`src/oaar_pkg.sv`:
```
// ----------------------------------------------------------------------------
// oaar_pkg
// Shared types and constants for the overlap-add accumulator ring.
// ----------------------------------------------------------------------------
`default_nettype none

package oaar_pkg;

    localparam int ADDR_W   = 4;
    localparam int DATA_W   = 32;
    localparam int OFFSET_W = 9;
    localparam int VALUE_W  = 48;
    localparam int SAMPLE_W = 32;
    localparam int FRAC_W   = 5;
    localparam int SBITS_W  = 6;
    localparam int RLEN_W   = 10;

    localparam logic [FRAC_W-1:0]  FRAC_BITS_RST   = 5'd0;
    localparam logic [SBITS_W-1:0] SAMPLE_BITS_RST = 6'd16;
    localparam logic [RLEN_W-1:0]  RING_LEN_RST    = 10'd512;

    localparam logic [SBITS_W-1:0] SBITS_MIN = 6'd2;
    localparam logic [SBITS_W-1:0] SBITS_MAX = 6'd32;

    // register index, paddr[3:2]
    localparam logic [1:0] REG_FRAC_BITS   = 2'd0;
    localparam logic [1:0] REG_SAMPLE_BITS = 2'd1;
    localparam logic [1:0] REG_RING_LEN    = 2'd2;

    localparam logic KIND_EMIT = 1'b0;
    localparam logic KIND_ADD  = 1'b1;

    typedef enum logic [2:0] {
        ST_CLEAR,
        ST_IDLE,
        ST_MOD_PTR,
        ST_MOD_IDX,
        ST_RD,
        ST_EXEC,
        ST_DONE
    } state_t;

    typedef struct packed {
        logic busy;
        logic done;
    } mod_stat_t;

endpackage

`default_nettype wire

```
`src/oaar_mod.sv`:
```
// ----------------------------------------------------------------------------
// oaar_mod
// Bit-serial remainder unit: operand mod modulus, one operand bit per cycle.
// ----------------------------------------------------------------------------
`default_nettype none

module oaar_mod #(
    parameter int OP_W  = 10,
    parameter int LEN_W = 10
) (
    input  wire logic               clk,
    input  wire logic               rst_n,
    input  wire logic               start,
    input  wire logic [OP_W-1:0]    operand,
    input  wire logic [LEN_W-1:0]   modulus,
    output oaar_pkg::mod_stat_t     stat,
    output logic      [LEN_W-1:0]   rem
);

    import oaar_pkg::*;

    localparam int CNT_W = $clog2(OP_W + 1);

    logic [OP_W-1:0]  shift_reg;
    logic [LEN_W-1:0] rem_reg;
    logic [CNT_W-1:0] cnt_reg;
    logic             busy_reg;
    logic             done_reg;

    logic [LEN_W:0]   trial;
    logic [LEN_W:0]   mod_ext;
    logic [LEN_W-1:0] rem_next;

    always_comb
    begin
        trial   = {rem_reg, shift_reg[OP_W-1]};
        mod_ext = {1'b0, modulus};
        if (trial >= mod_ext)
        begin
            rem_next = LEN_W'(trial - mod_ext);
        end
        else
        begin
            rem_next = LEN_W'(trial);
        end
    end

    always_ff @(posedge clk or negedge rst_n)
    begin
        if (!rst_n)
        begin
            shift_reg <= '0;
            rem_reg   <= '0;
            cnt_reg   <= '0;
            busy_reg  <= 1'b0;
            done_reg  <= 1'b0;
        end
        else if (start)
        begin
            shift_reg <= operand;
            rem_reg   <= '0;
            cnt_reg   <= CNT_W'(OP_W);
            busy_reg  <= 1'b1;
            done_reg  <= 1'b0;
        end
        else if (busy_reg)
        begin
            shift_reg <= shift_reg << 1;
            rem_reg   <= rem_next;
            cnt_reg   <= cnt_reg - CNT_W'(1);
            if (cnt_reg == CNT_W'(1))
            begin
                busy_reg <= 1'b0;
                done_reg <= 1'b1;
            end
        end
        else
        begin
            done_reg <= 1'b0;
        end
    end

    assign stat.busy = busy_reg;
    assign stat.done = done_reg;
    assign rem       = rem_reg;

endmodule

`default_nettype wire

```
`config.mk`:
```
export PLATFORM = sky130hd
export DESIGN_NAME = oaar_mod
export DESIGN_NICKNAME = d
export VERILOG_FILES = /design/src/oaar_pkg.sv /design/src/oaar_mod.sv
export SDC_FILE = /design/constraint.sdc
export NUM_CORES = 1
export LEC_CHECK = 0
export ABC_AREA = 1
export BUFFER_PORTS_ARGS = -buffer_cell sky130_fd_sc_hd__buf_2
export CORE_MARGIN = 2
export CORE_UTILIZATION = 55
export CTS_CLUSTER_SIZE = 8
export DETAILED_ROUTE_END_ITERATION = 10
export PLACE_DENSITY = 0.79
export RECOVER_POWER = 50
export SKIP_CTS_REPAIR_TIMING = 1
export SYNTH_ARGS = -nofsm -noshare
export SYNTH_HDL_FRONTEND = slang
export SYNTH_SLANG_ARGS = --single-unit
```
`constraint.sdc`:
```
create_clock -name clk -period 2.3 [get_ports clk]
set_input_delay 0 -clock clk [delete_from_list [all_inputs] [get_ports clk]]
set_output_delay 0 -clock clk [all_outputs]
set_load 0.005 [all_outputs]
```
; Word-level counts from Yosys, hierarchy flattened
; Cells that the tools add are included.
[word_totals]
inputBits = 23
elab_cells = 24
reg_bits = 26
[op_classes]
n_addsub = 2
muxes = 13
n_eq_ne = 2
reduce_logical = 1
n_lt_le_gt_ge = 1
[ops]
columns = op, count
row1 = $mux W10, 5
row2 = $ge A11 B10 Y1, 1
row3 = $sub A10 B10 Y10, 1
row4 = $mux W4, 2
row5 = $mux W1, 6
row6 = $eq A4 B1 Y1 const B, 1
row7 = $sub A4 B1 Y4 const B, 1
row8 = $ne A3 B2 Y1 const B, 1
row9 = $reduce_bool A2 Y1, 1

; Depth between registers and ports, before layout
[depth]
ltp_word = 4
ltp_mapped = 12
mapped_depth_nobuf = 12

; Worst setup path before layout
; OpenSTA, ideal clock, no wires.
[synth_timing]
path_type = reg2reg
startpoint = register rem_reg[7] (netlist: rem[7])
endpoint = register rem_reg[9] (netlist: rem[9])
synth_period_minus_slack_ps = 1631
t_arrival_ps = 1513
path_slack_ps = 669
setup_ps = 117
path_buffers = 1
stages_incl_launch_ff = 12
cell_sequence = dfrtp_1 > ha_1 > nand2_1 > inv_2 > nand2_2 > clkinv_1 > nand2_4 > and2_4 > buf_6 > nand4_1 > nand3_1 > nand2_1
[synth_via]
elab_chain_len = 4
[synth_rtl]
columns = element, line_no
row1 = from (decl), oaar_mod.sv:25  ; logic [LEN_W-1:0] rem_reg;
row2 = from (signal assigned), oaar_mod.sv:69  ; rem_reg <= rem_next;
row3 = $sub A10 B10 Y10 / $ge A11 B10 Y1 (equally long branches), "oaar_mod.sv:40, oaar_mod.sv:38"
row4 = $mux W10 *, oaar_mod.sv:38  ; if (trial >= mod_ext)
row5 = $mux W10 *, oaar_mod.sv:66  ; else if (busy_reg)
row6 = $mux W10 *, oaar_mod.sv:58  ; else if (start)
; Mark *: on every way between the ends. The rest lies on a longest branch, timed or not. The select of a mux whose other input is x is not followed.
; A chain may end at the register's enable or synchronous reset.

; Final worst setup path
[layout_timing]
startpoint = register shift_reg[9]
endpoint = register rem_reg[8] (netlist: rem[8])
[layout_via]
elab_chain_len = 4
[layout_rtl]
columns = element, line_no
row1 = from (decl), oaar_mod.sv:24  ; logic [OP_W-1:0] shift_reg;
row2 = from (signal assigned), oaar_mod.sv:60  ; shift_reg <= operand;
row3 = from (signal assigned), oaar_mod.sv:68  ; shift_reg <= shift_reg << 1;
row4 = $sub A10 B10 Y10 / $ge A11 B10 Y1 (equally long branches), "oaar_mod.sv:40, oaar_mod.sv:38"
row5 = $mux W10 *, oaar_mod.sv:38
row6 = $mux W10 *, oaar_mod.sv:66
row7 = $mux W10 *, oaar_mod.sv:58
; Marked as above.

==> results.py <==
metrics = {
    "worst_setup_path": {
        "path_class": "reg2reg",
        "cp.arrival_ns": 2.14,
        "r2r-start": "shift_reg[9]",
        "cp_max_fo": 3,
        "end_kind": "flop",
        "critPathRequiredTime_ns": 2.57,
        "r2r-end": "rem[8]",
        "reg2reg_slack_ns": 0.43,
        "cp-start-kind": "flop",
        "reg2regPathDepth": 10,
    },
    "logic_synthesis": {
        "ys_warn_count": 0,
        "synthCells": 264,
        "synth_nets": 300,
        "ys_seq_elements": 26,
        "yosysSeqAreaShare_pct": 34.7,
        "synth-edff-count": 0,
        "ys_types": 31,
        "yosys-top-cells-area": "dfrtp_1 (35%), nand2_1 (16%), inv_1 (9.6%), ha_1 (8.0%), nand3_1 (7.5%)",
        "yosysTopAreaCell": "dfrtp_1",
        "async_flop_share_pct": 100,
        "avgSynthCellArea_um2": 7.11,
        "synth_top_area_share_pct": 34.7,
        "synth_area_mm2": 0.00188,
        "synth-main-ff-cell": "dfrtp_1",
    },
    "power": {
        "pwr-share-comb_pct": 54.3,
        "power.leakage_uw": 0.00127,
        "switchingPower_uw": 922,
        "power_density_mw_per_mm2": 940,
        "seqPwrFrac_pct": 31.0,
        "clkPwrFrac_pct": 14.7,
        "swShare_pct": 43.7,
        "internal_power_uw": 1190,
        "total_power_uw": 2110,
        "ir_drop_v": 0.000432,
    },
    "timing": {
        "clock_skew_ns": 0.00613,
        "fin_crit_sh_pct": 81.4,
        "tns_ns": 0,
        "relSlewSlack_pct": 8.60,
        "hold_viol": 0,
        "rsz0062_at_grt": "no",
        "fin_ws_ns": 0.428,
        "worst_pin_slew_ns": 1.37,
        "drv_slew": 0,
        "post-route-min-period_ns": 1.87,
        "fmax_ghz": 0.534,
        "setup_viol": 0,
    },
    "clocking": {
        "clk_path_buf_depth": 2,
        "path_clk_slew_ns": 0.14,
        "clockRootBuffer": "clkbuf_4",
        "cts_tree": "done",
        "clock_latency_ns": 0.32,
        "clock-sinks": 26,
        "cts_buffers": 3,
        "h-tree-depth": 1,
    },
    "min_path": {
        "hold_path_end": "shift_reg[3]",
        "min_delay_path_depth": 3,
        "hp-class": "in2reg",
        "hold_start": "start",
    },
    "grt": {
        "antenna_found_initial": 0,
        "grt_pass1_vias": 1723,
        "grt_pass1_wl_um": 7370,
        "grt.total_usage_pct": 23.1,
        "grt.overflow.total": 0,
        "grt_util_met2_pct": 39.2,
        "grtUsageMet1_pct": 31.1,
        "busiest_layer": "met2",
        "met3_usage_pct": 3.60,
        "grt_max_degree": 27,
    },
    "route": {
        "post_drt_wl_per_cell_um": 12.5,
        "ant_nets": 0,
        "vias": 1849,
        "drt_iter0_markers": 96,
        "dr.pass1.iters": 4,
        "routed_wl_um": 4440,
        "routed_via_density": 5.21,
        "drc_errors": 0,
    },
    "layout": {
        "utilization_pct": 67.7,
        "area_growth_pct": 19.5,
        "nFillCells": 298,
        "diodes": 0,
        "drive_gt1_share_pct": 17.8,
        "num-nets-final": 346,
    },
    "die": {
        "rows": 21,
        "pin_count": 35,
        "dieArea_mm2": 0.00390,
        "core_mm2": 0.00331,
        "die_h_um": 62.4,
        "initial_core_util_pct": 56.7,
        "die-width_um": 62.4,
    },
    "run_status": {
        "status": "completed",
    },
    "placement": {
        "gp_congestion": 0.893,
        "port_buffers": 34,
        "post-place-ws_ns": 0.474,
        "post-dp-hpwl_um": 3240,
    },
    "flow_run": {
        "cap_viol_max_count": 0,
    },
}
## logic make-up after synthesis
group           count (synthesis)  share of synthesized area (%)
buf+inv                        63                           13.7
fa+ha+maj                      13                           9.07
simple gates                  139                           33.8
flops                          26                           34.7
compound gates                 20                           7.33
xor+xnor                        3                           1.40
## worst max-delay path, cell delays in order, from the launching register on
cell,delay (ns)
dfrtp_1,0.35
inv_1,0.06
ha_1,0.21
fa_1,0.41
o21ai_1,0.28
nand2_1,0.13
nand2_1,0.09
nand2_1,0.05
nand3_1,0.08
nand3_1,0.09
nand2_1,0.07
## Yosys cell counts (3+ instances only)
cell type,number
nand2_1,80
inv_1,48
nand3_1,28
dfrtp_1,26
ha_1,12
nand4_1,11
nor2_1,9
inv_2,6
o221ai_1,5
a21oi_1,4
o211ai_1,4
buf_4,3
nand2_4,3
o21ai_0,3
## power groups by stage
stage,Combinational [µW],Clock [µW],Sequential [µW]
2_1_floorplan,871,0,645
3_3_place_gp,1100,0,656
3_5_place_dp,1120,0,662
4_1_cts,1130,318,652
5_1_grt,1290,339,667
6_report,1150,310,653
## metrics by stage
stage	hold slack, ns	cell area [µm²]	instances
3_3_place_gp	0.0322	2080	340
6_report	0.0709	2240	355
2_1_floorplan	-0.296	1880	264
3_5_place_dp	0.0284	2080	340
4_1_cts	-0.333	2140	344
5_1_grt	0.0686	2240	355
## cell type report
class,instances,area [µm²],share of cell area (%)
repair buffers,49,307,13.7
clock inverters,1,30.0,1.34
inverters,55,206,9.21
flip-flops and latches,26,651,29.0
multi-input cells,175,968,43.2
clock buffers,3,22.5,1.00
well taps,46,57.6,2.57
## how the worst max path moves through the flow
stage               cells past startpoint          from      to  slack [ns]
detailed placement                      9  shift_reg[9]  rem[8]        0.47
CTS                                     9  shift_reg[9]  rem[8]        0.45
floorplan                              11        rem[7]  rem[9]        0.67
global placement                        9  shift_reg[9]  rem[8]        0.50
finish                                 10  shift_reg[9]  rem[8]        0.43
global route                            9  shift_reg[9]  rem[8]        0.28
## routing by layer
layer | part of all wire, % | vias to the layer above | routed length, µm
met3 | 5.2 | 6 | 233
met2 | 48 | 67 | 2150
li1 | - | 930 | -
met4 | 1.1 | 0 | 49
met1 | 45 | 846 | 2010
met5 | 0 | - | 0
## cell usage in the layout (no fill, tap or decap), drive strengths merged, types with 2 or more instances in the layout
cell type    Yosys  routed
o211ai           4       4
dfrtp           26      26
nand4           12      12
o21ai            4       4
nor2            11      11
o221ai           5       5
dlygate4sd3      0      11
nand3           28      28
nand2           85      85
a21oi            5       5
xnor2            2       2
buf              6      35
clkbuf           2       6
inv             54      54
ha              12      12
Power figures use the tool's default switching activity.
